File: src/rtl/byte_ring_fifo_burst_read_assert.svh
// assertion macros used by the fifo datapath
`ifndef BYTE_RING_FIFO_BURST_READ_ASSERT_SVH
`define BYTE_RING_FIFO_BURST_READ_ASSERT_SVH

// expression must hold at every clock edge outside reset
`define BRF_ASSERT_ALWAYS(label, clk, rst_n, expr, msg) \
    label: assert property (@(posedge clk) disable iff (!rst_n) (expr)) else $error(msg);

// consequent must hold in the same cycle as the antecedent
`define BRF_ASSERT_IMPLY(label, clk, rst_n, ante, cons, msg) \
    label: assert property (@(posedge clk) disable iff (!rst_n) (ante) |-> (cons)) \
        else $error(msg);

`endif

File: src/rtl/brf_pkg.sv
package brf_pkg;

    // default sizes
    localparam int unsigned DEF_STORE_DEPTH = 256;
    localparam int unsigned DEF_MAX_BURST   = 64;

    // field widths
    localparam int unsigned CFG_W       = 9;
    localparam int unsigned BYTE_W      = 8;
    localparam int unsigned LEN_W       = 7;
    localparam int unsigned STATUS_W    = 2;
    localparam int unsigned S_TDATA_W   = 16;
    localparam int unsigned M_TDATA_W   = 24;

    // requested size after reset
    localparam int unsigned RST_SIZE_REQ = 256;

    // action codes carried in the input tuser
    localparam logic ACT_WRITE = 1'b0;
    localparam logic ACT_READ  = 1'b1;

    // result status codes
    typedef enum logic [STATUS_W-1:0] {
        STAT_OK   = 2'd0,
        STAT_FULL = 2'd1,
        STAT_NONE = 2'd2
    } t_status;

    // controller states
    typedef enum logic {
        S_IDLE  = 1'b0,
        S_BURST = 1'b1
    } t_ctrl_state;

    // commands from controller to datapath
    typedef struct packed {
        logic do_write;
        logic do_nothing;
        logic load_burst;
        logic do_read;
    } t_dp_cmd;

    // status from datapath to controller
    typedef struct packed {
        logic slot_free;
        logic out_busy;
        logic burst_zero;
        logic burst_last;
    } t_dp_sts;

endpackage

File: src/rtl/brf_ctrl.sv
module brf_ctrl (
    input  logic             i_clk,
    input  logic             i_rst_n,
    input  logic             i_in_valid,
    input  logic             i_action,
    input  logic             i_cfg_valid,
    input  brf_pkg::t_dp_sts i_sts,
    output logic             o_in_ready,
    output logic             o_cfg_ready,
    output brf_pkg::t_dp_cmd o_cmd
);
    import brf_pkg::*;

    t_ctrl_state r_state;
    t_ctrl_state n_state;
    logic        in_accept;

    // config has priority over new items
    assign in_accept = i_in_valid && o_in_ready;

    // state register
    always_ff @(posedge i_clk) begin
        if (!i_rst_n) begin
            r_state <= S_IDLE;
        end else begin
            r_state <= n_state;
        end
    end

    // next state
    always_comb begin
        n_state = r_state;
        unique case (r_state)
            S_IDLE: begin
                if (in_accept && (i_action == ACT_READ) && !i_sts.burst_zero) begin
                    n_state = S_BURST;
                end
            end
            S_BURST: begin
                if (i_sts.slot_free && i_sts.burst_last) begin
                    n_state = S_IDLE;
                end
            end
            default: n_state = S_IDLE;
        endcase
    end

    // outputs
    always_comb begin
        o_cmd       = '0;
        o_in_ready  = 1'b0;
        o_cfg_ready = 1'b0;
        unique case (r_state)
            S_IDLE: begin
                o_in_ready  = i_sts.slot_free && !i_cfg_valid;
                o_cfg_ready = !i_sts.out_busy;
                if (in_accept) begin
                    if (i_action == ACT_WRITE) begin
                        o_cmd.do_write = 1'b1;
                    end else if (i_sts.burst_zero) begin
                        o_cmd.do_nothing = 1'b1;
                    end else begin
                        o_cmd.load_burst = 1'b1;
                    end
                end
            end
            S_BURST: begin
                o_cmd.do_read = i_sts.slot_free;
            end
            default: begin
                o_cmd = '0;
            end
        endcase
    end

endmodule

File: src/rtl/brf_datapath.sv
`include "byte_ring_fifo_burst_read_assert.svh"

module brf_datapath #(
    parameter int unsigned STORE_DEPTH = brf_pkg::DEF_STORE_DEPTH,
    parameter int unsigned MAX_BURST   = brf_pkg::DEF_MAX_BURST
) (
    input  logic                         i_clk,
    input  logic                         i_rst_n,
    input  logic                         i_cfg_we,
    input  logic [brf_pkg::CFG_W-1:0]    i_cfg_data,
    input  logic [brf_pkg::BYTE_W-1:0]   i_write_data,
    input  logic [brf_pkg::LEN_W-1:0]    i_read_length,
    input  brf_pkg::t_dp_cmd             i_cmd,
    input  logic                         i_out_ready,
    output brf_pkg::t_dp_sts             o_sts,
    output logic                         o_out_valid,
    output logic [brf_pkg::STATUS_W-1:0] o_status,
    output logic [brf_pkg::BYTE_W-1:0]   o_read_data,
    output logic                         o_data_valid,
    output logic                         o_last,
    output logic [brf_pkg::BYTE_W-1:0]   o_bytes_held,
    output logic                         o_full,
    output logic                         o_empty
);
    import brf_pkg::*;

    localparam int unsigned PTR_W    = $clog2(STORE_DEPTH);
    localparam int unsigned CNT_W    = $clog2(STORE_DEPTH + 1);
    localparam int unsigned BURST_W  = $clog2(MAX_BURST + 1);
    localparam int unsigned RST_SIZE = (RST_SIZE_REQ > STORE_DEPTH) ? STORE_DEPTH
                                                                    : RST_SIZE_REQ;

    // pointer step with wrap at the ring size
    function automatic logic [PTR_W-1:0] ptr_adv(input logic [PTR_W-1:0] p,
                                                 input logic [CNT_W-1:0] s);
        logic [CNT_W-1:0] p_inc;
        p_inc = CNT_W'(p) + CNT_W'(1);
        return (p_inc == s) ? '0 : PTR_W'(p_inc);
    endfunction

    // byte store
    logic [BYTE_W-1:0]  r_mem [STORE_DEPTH];
    logic [BYTE_W-1:0]  r_mem_q;

    // ring state
    logic [PTR_W-1:0]   r_rd_ptr;
    logic [PTR_W-1:0]   r_wr_ptr;
    logic [CNT_W-1:0]   r_count;
    logic [CNT_W-1:0]   r_ring_size;
    logic [BURST_W-1:0] r_burst_left;

    // output register
    logic               r_out_valid;
    t_status            r_out_status;
    logic               r_out_dvalid;
    logic               r_out_last;
    logic [BYTE_W-1:0]  r_out_count;
    logic               r_out_full;
    logic               r_out_empty;

    logic               is_full;
    logic               slot_free;
    logic               result_load;
    logic [CNT_W-1:0]   cfg_size;
    logic [BURST_W-1:0] len_sat;
    logic [BURST_W-1:0] burst_n;
    logic [CNT_W-1:0]   n_count;
    t_status            n_status;

    assign is_full     = (r_count == (r_ring_size - CNT_W'(1)));
    assign slot_free   = !r_out_valid || i_out_ready;
    assign result_load = i_cmd.do_write || i_cmd.do_nothing || i_cmd.do_read;

    // clamp the requested size into the store
    always_comb begin
        if (i_cfg_data < CFG_W'(2)) begin
            cfg_size = CNT_W'(2);
        end else if (32'(i_cfg_data) > STORE_DEPTH) begin
            cfg_size = CNT_W'(STORE_DEPTH);
        end else begin
            cfg_size = CNT_W'(i_cfg_data);
        end
    end

    // burst length: saturated request limited by bytes held
    always_comb begin
        if (32'(i_read_length) > MAX_BURST) begin
            len_sat = BURST_W'(MAX_BURST);
        end else begin
            len_sat = BURST_W'(i_read_length);
        end
        if (32'(r_count) < 32'(len_sat)) begin
            burst_n = BURST_W'(r_count);
        end else begin
            burst_n = len_sat;
        end
    end

    // byte count and status after this result
    always_comb begin
        n_count  = r_count;
        n_status = STAT_OK;
        if (i_cmd.do_write) begin
            if (is_full) begin
                n_status = STAT_FULL;
            end else begin
                n_count = r_count + CNT_W'(1);
            end
        end else if (i_cmd.do_nothing) begin
            n_status = STAT_NONE;
        end else if (i_cmd.do_read) begin
            n_count = r_count - CNT_W'(1);
        end
    end

    // status toward the controller
    always_comb begin
        o_sts.slot_free  = slot_free;
        o_sts.out_busy   = r_out_valid;
        o_sts.burst_zero = (burst_n == '0);
        o_sts.burst_last = (r_burst_left == BURST_W'(1));
    end

    // store write port
    always_ff @(posedge i_clk) begin
        if (i_cmd.do_write && !is_full) begin
            r_mem[r_wr_ptr] <= i_write_data;
        end
    end

    // store read port, held while the output stalls
    always_ff @(posedge i_clk) begin
        if (i_cmd.do_read) begin
            r_mem_q <= r_mem[r_rd_ptr];
        end
    end

    // pointers, count, size and burst counter
    always_ff @(posedge i_clk) begin
        if (!i_rst_n) begin
            r_rd_ptr     <= '0;
            r_wr_ptr     <= '0;
            r_count      <= '0;
            r_ring_size  <= CNT_W'(RST_SIZE);
            r_burst_left <= '0;
        end else begin
            if (i_cfg_we) begin
                r_ring_size <= cfg_size;
                r_rd_ptr    <= '0;
                r_wr_ptr    <= '0;
                r_count     <= '0;
            end else if (i_cmd.do_write && !is_full) begin
                r_wr_ptr <= ptr_adv(r_wr_ptr, r_ring_size);
                r_count  <= n_count;
            end else if (i_cmd.do_read) begin
                r_rd_ptr <= ptr_adv(r_rd_ptr, r_ring_size);
                r_count  <= n_count;
            end
            if (i_cmd.load_burst) begin
                r_burst_left <= burst_n;
            end else if (i_cmd.do_read) begin
                r_burst_left <= r_burst_left - BURST_W'(1);
            end
        end
    end

    // output valid
    always_ff @(posedge i_clk) begin
        if (!i_rst_n) begin
            r_out_valid <= 1'b0;
        end else if (slot_free) begin
            r_out_valid <= result_load;
        end
    end

    // output payload
    always_ff @(posedge i_clk) begin
        if (result_load) begin
            r_out_status <= n_status;
            r_out_dvalid <= i_cmd.do_read;
            r_out_last   <= i_cmd.do_read ? (r_burst_left == BURST_W'(1)) : 1'b1;
            r_out_count  <= BYTE_W'(n_count);
            r_out_full   <= (n_count == (r_ring_size - CNT_W'(1)));
            r_out_empty  <= (n_count == '0);
        end
    end

    assign o_out_valid  = r_out_valid;
    assign o_status     = r_out_status;
    assign o_read_data  = r_out_dvalid ? r_mem_q : '0;
    assign o_data_valid = r_out_dvalid;
    assign o_last       = r_out_last;
    assign o_bytes_held = r_out_count;
    assign o_full       = r_out_full;
    assign o_empty      = r_out_empty;

    // checks
    `BRF_ASSERT_ALWAYS(a_count_bound, i_clk, i_rst_n, r_count < r_ring_size, "count past ring size")
    `BRF_ASSERT_ALWAYS(a_empty_ptrs, i_clk, i_rst_n, (r_count == '0) == (r_rd_ptr == r_wr_ptr), "count and pointers disagree")
    `BRF_ASSERT_IMPLY(a_read_has_data, i_clk, i_rst_n, i_cmd.do_read, (r_count != '0) && (r_burst_left != '0), "read issued with nothing to read")
    `BRF_ASSERT_IMPLY(a_data_ok, i_clk, i_rst_n, r_out_valid && r_out_dvalid, r_out_status == STAT_OK, "data result with bad status")

endmodule

File: src/rtl/byte_ring_fifo_burst_read.sv
// Byte FIFO on a circular store whose pointers wrap at a programmable size
// (2 up to STORE_DEPTH slots); one slot stays empty, so it holds size - 1
// bytes. An input transaction either writes one byte (tuser 0) or asks for a
// burst read of up to read_length bytes (tuser 1, capped at MAX_BURST).
// A write gives one result; a read with nothing to give gives one result;
// a burst of n bytes is first sized, then gives one byte a cycle, while
// the output does not stall, through the registered read port of the
// store. Results wait in an output register, and a stalled output
// holds the burst. Writing the size register empties the FIFO; it is taken
// only when no transaction is in progress and no result is waiting.
module byte_ring_fifo_burst_read #(
    parameter int unsigned STORE_DEPTH = brf_pkg::DEF_STORE_DEPTH,
    parameter int unsigned MAX_BURST   = brf_pkg::DEF_MAX_BURST
) (
    input  logic                          i_clk,
    input  logic                          i_rst_n,
    // size register write channel
    input  logic                          i_cfg_valid,
    output logic                          o_cfg_ready,
    input  logic [brf_pkg::CFG_W-1:0]     i_cfg_data,      // size_in_use
    // input items
    input  logic                          i_s_axis_tvalid,
    output logic                          o_s_axis_tready,
    input  logic [brf_pkg::S_TDATA_W-1:0] i_s_axis_tdata,  // write_data, read_length, pad
    input  logic                          i_s_axis_tuser,  // action
    // results
    output logic                          o_m_axis_tvalid,
    input  logic                          i_m_axis_tready,
    output logic [brf_pkg::M_TDATA_W-1:0] o_m_axis_tdata,  // status, read_data,
                                                           // bytes_held, is_full,
                                                           // is_empty, pad
    output logic                          o_m_axis_tuser,  // data_valid
    output logic                          o_m_axis_tlast   // last_of_run
);
    import brf_pkg::*;

    t_dp_cmd             cmd;
    t_dp_sts             sts;
    logic [BYTE_W-1:0]   write_data;
    logic [LEN_W-1:0]    read_length;
    logic [STATUS_W-1:0] status;
    logic [BYTE_W-1:0]   read_data;
    logic [BYTE_W-1:0]   bytes_held;
    logic                is_full;
    logic                is_empty;

    // unpack input fields
    assign write_data  = i_s_axis_tdata[BYTE_W-1:0];
    assign read_length = i_s_axis_tdata[BYTE_W+LEN_W-1:BYTE_W];

    brf_ctrl u_ctrl (
        .i_clk       (i_clk),
        .i_rst_n     (i_rst_n),
        .i_in_valid  (i_s_axis_tvalid),
        .i_action    (i_s_axis_tuser),
        .i_cfg_valid (i_cfg_valid),
        .i_sts       (sts),
        .o_in_ready  (o_s_axis_tready),
        .o_cfg_ready (o_cfg_ready),
        .o_cmd       (cmd)
    );

    brf_datapath #(
        .STORE_DEPTH (STORE_DEPTH),
        .MAX_BURST   (MAX_BURST)
    ) u_datapath (
        .i_clk         (i_clk),
        .i_rst_n       (i_rst_n),
        .i_cfg_we      (i_cfg_valid && o_cfg_ready),
        .i_cfg_data    (i_cfg_data),
        .i_write_data  (write_data),
        .i_read_length (read_length),
        .i_cmd         (cmd),
        .i_out_ready   (i_m_axis_tready),
        .o_sts         (sts),
        .o_out_valid   (o_m_axis_tvalid),
        .o_status      (status),
        .o_read_data   (read_data),
        .o_data_valid  (o_m_axis_tuser),
        .o_last        (o_m_axis_tlast),
        .o_bytes_held  (bytes_held),
        .o_full        (is_full),
        .o_empty       (is_empty)
    );

    // pack result fields
    assign o_m_axis_tdata = {4'b0, is_empty, is_full, bytes_held, read_data, status};

endmodule

File: config.mk
export PLATFORM = sky130hd
export DESIGN_NAME = byte_ring_fifo_burst_read
export DESIGN_NICKNAME = d
export VERILOG_FILES = /design/src/rtl/brf_pkg.sv /design/src/rtl/brf_ctrl.sv /design/src/rtl/brf_datapath.sv /design/src/rtl/byte_ring_fifo_burst_read.sv
export VERILOG_INCLUDE_DIRS = /design/src /design/src/rtl
export SDC_FILE = /design/constraint.sdc
export NUM_CORES = 2
export LEC_CHECK = 0
export BUFFER_PORTS_ARGS = -buffer_cell sky130_fd_sc_hd__buf_2
export CORE_MARGIN = 5
export CORE_UTILIZATION = 50
export CTS_CLUSTER_SIZE = 30
export DETAILED_ROUTE_END_ITERATION = 10
export HOLD_SLACK_MARGIN = 0.02
export PLACE_DENSITY = 0.65
export SETUP_SLACK_MARGIN = 0.2
export SLEW_MARGIN = 15
export SYNTH_ARGS = -nofsm -noshare
export SYNTH_HDL_FRONTEND = slang
export SYNTH_SLANG_ARGS = --single-unit
File: constraint.sdc
create_clock -name i_clk -period 5.6 [get_ports i_clk]
set_input_delay 0.28 -clock i_clk [delete_from_list [all_inputs] [get_ports i_clk]]
set_output_delay 0.28 -clock i_clk [all_outputs]
set_load 0.01 [all_outputs]
==> out/summary.txt <==
Synth cell types = 77
Critical Path End Type = flip-flop
Tot GR Track Use = 0.226
sequential share of the synthesized area = 0.755
share of the synthesized area in the top cell type = 0.744
diode count = 0
hold path endpoint = u_datapath.r_burst_left[4]$_SDFFE_PN0P_
H-tree level count = 4
clk_lat worst skew = 0.83 ns
synth cell count leaders = edfxtp_1 (2070), mux4_2 (645), nor2_1 (312), clkbuf_1 (116), buf_2 (74)
FMAX = 0.223 GHz
Die Y = 419 um
HPWL reported at the end of detailed placement = 119000 um
CP Class = flip-flop to flip-flop
chip width = 419 um
Buffers on Ports = 54
Clock transition at path regs = 0.06 ns
Routed Antenna Nets = 0
drt first-iter violations = 5136
Wirelength per Cell = 30.7 um
hold path cells = 6
asr flop ratio synth = 0
crit path launch = u_datapath.r_ring_size[0]$_SDFFE_PN0P_
total gr overflow = 0
VDD IR max = 244 uV
via count of the first global-routing pass = 39900
drt pass-1 iters = 6
P per Cell Area = 338 nW/um2
Post-Synthesis Cell Area = 83500 um2
# clock sinks = 2113
post-layout min period = 4.48 ns
final setup margin = 1.12 ns
CP max FO = 17
setup violators final = 0
RSZ-0062 raised after global routing = no
skew final = 0.0299 ns
max-slew violation count = 0
FP Rows = 150
fin nets = 4058
Clock Path Buffers = 3
register bit count reported by yosys = 2113
Avg Inst Size Synth = 21.7 um2
largest cells by area after synthesis = edfxtp_1 (74%), mux4_2 (17%), nor2_1 (1.4%), dfxtp_1 (1.0%), clkbuf_1 (0.52%)
Pleak = 27.9 nW
largest net degree at the start of global routing = 205
layout cell share with drive strength beyond 1 = 0.269
Power, Total = 31.6 mW
I/O pin cnt = 60
CTS tree = done
reg2reg path depth = 11
Core Region = 167000 um2
Num CTS Buffers = 204
Critical Path RT = 6.05 ns
r2r endpoint = u_datapath.r_mem[80][5]$_DFFE_PP_
clk root buf = clkbuf_16
worst-margin pin slew = 1.25 ns
yosys warns = 0
final worst path period share = 0.801
Final GP Congestion = 0.878
Hold Startpoint = i_s_axis_tdata[8]
cell taking the most area after synthesis = edfxtp_1
Hold Vio Cnt, Final = 0
via-per-instance ratio = 6.24
count leader, synth = edfxtp_1
via count = 39900
Critical Path Source Type = flip-flop
initial core utilization = 0.501
DP Worst Slack = 1.13 ns
R2R setup slack = 1.12 ns
initial antenna violation count = 2
total negative slack = 0 ns
# Max-Cap Violations = 0
Residual DRC = 0
Mapped Cells = 3847
critical path arrival = 4.94 ns
RR Startpoint = u_datapath.r_ring_size[0]$_SDFFE_PN0P_
Main synth FF type = edfxtp_1
Hold WC Path Type = input pin to flip-flop
first-pass GRT wire length = 285000 um
Syn-to-layout area delta = 11.9%
fill count = 12100
outcome = finished clean
Post-synth EDFFs = 2070
Setup Fix Bufs, Post-CTS = 0
Slew headroom = 0.170
die area = 175000 um2
routed wire length = 196000 um
## layer usage
| metal | vias up | global-route usage | part of all wire | wire, um |
|---|---|---|---|---|
| met5 | - | 0 | 0 | 0 |
| li1 | 16500 | - | - | - |
| met3 | 290 | 0.0398 | 0.076 | 14800 |
| met1 | 21400 | 0.329 | 0.41 | 80700 |
| met4 | 0 | 0.0592 | 0.025 | 4820 |
| met2 | 1725 | 0.360 | 0.49 | 96000 |
## registers in the layout (all words and copies together), names as in the netlist, 2 cells and up
name and count:
u_datapath.r_wr_ptr 8, u_datapath.r_ring_size 9, u_datapath.r_count 9, u_datapath.r_mem_q 8, u_datapath.r_burst_left 7, u_datapath.r_rd_ptr 8
u_datapath.o_status 2, u_datapath.r_mem 2048, u_datapath.o_bytes_held 8
## repair_timing
action,4_1_cts,5_1_grt
hold buffers,35,0
endpoints found under the hold margin,240,0
resized for setup,0,0
## per-stage QoR
stage	instance area (um2)	utilization	hold slack (ns)	cells
floorplan	83500	-	0.379	3850
global placement	86600	0.520	0.453	5974
detailed placement	86600	0.520	0.467	5974
CTS	93500	0.561	0.0310	6386
global route	93500	0.561	0.103	6386
finish	93500	0.561	0.133	6386
## layout by cell type (no fill, tap or decap), types with 7 or more instances in the layout
cell / count
edfxtp_1: 2070
mux4_2: 645
nor2_1: 309
clkbuf_16: 207
buf_4: 81
nand2_1: 62
clkbuf_1: 52
clkinv_1: 46
buf_2: 46
a21oi_1: 42
nand3_1: 39
dfxtp_1: 38
dlygate4sd3_1: 35
clkinv_2: 33
xnor2_1: 31
a22oi_1: 27
nor3_1: 24
inv_1: 24
buf_12: 23
bufinv_16: 19
nor2b_1: 17
o21ai_0: 17
mux2i_1: 17
and2_1: 16
ha_1: 16
nand3_2: 15
xor2_1: 14
a22o_1: 12
a311oi_1: 11
nor4_1: 10
and3_1: 9
nand2b_1: 9
a31oi_1: 8
clkbuf_8: 8
or3_1: 7
mux2_2: 7
nand3b_1: 7
a211oi_1: 7
## worst max path at each step
stage                                         end  depth (start not counted)  slack [ns]
6_report        u_datapath.r_mem[80][5]$_DFFE_PP_                         11        1.12
5_1_grt         u_datapath.r_mem[91][7]$_DFFE_PP_                         10        0.88
4_1_cts         u_datapath.r_mem[96][5]$_DFFE_PP_                         11        1.12
3_5_place_dp    u_datapath.r_mem[96][0]$_DFFE_PP_                         11        1.13
3_3_place_gp    u_datapath.r_mem[32][6]$_DFFE_PP_                         11        1.19
2_1_floorplan  u_datapath.r_mem[219][0]$_DFFE_PP_                         15        2.29
## critical path, cell delays in order (launching register included)
cell	delay, ns
dfxtp_1	0.52
inv_1	0.14
ha_1	0.31
xor2_1	0.26
or3_1	0.15
nand3_1	0.10
and4_1	0.30
a21oi_2	0.51
buf_4	0.36
nand3_2	0.33
buf_4	0.40
nor2_1	0.66
## where the power goes
part,internal (mW),switching [mW],total (mW)
combinational,0.227,0.504,0.732
clock,7.67,5.81,13.5
sequential,17.4,0.0272,17.4
total,25.3,6.34,31.6
## area by class of cell
class / count / area [um2] / share of cell area
clock inverters: 118 / 1150 / 0.0123
well taps: 2204 / 2760 / 0.0295
inverters: 26 / 97.6 / 0.00104
multi-input cells: 1473 / 19300 / 0.206
clock buffers: 259 / 5380 / 0.0575
flip-flops and latches: 2113 / 63000 / 0.674
repair buffers: 193 / 1760 / 0.0188
## cell families after synthesis
logic type      after synthesis  synth area share
other cells                   1         0.0000449
buf+inv                     264            0.0153
flops                      2113             0.755
fa+ha+maj                    16           0.00240
simple gates                552            0.0297
xor+xnor                     46           0.00492
mux                         669             0.177
compound gates              186            0.0159
No activity file was read; power rests on OpenSTA's default activity.
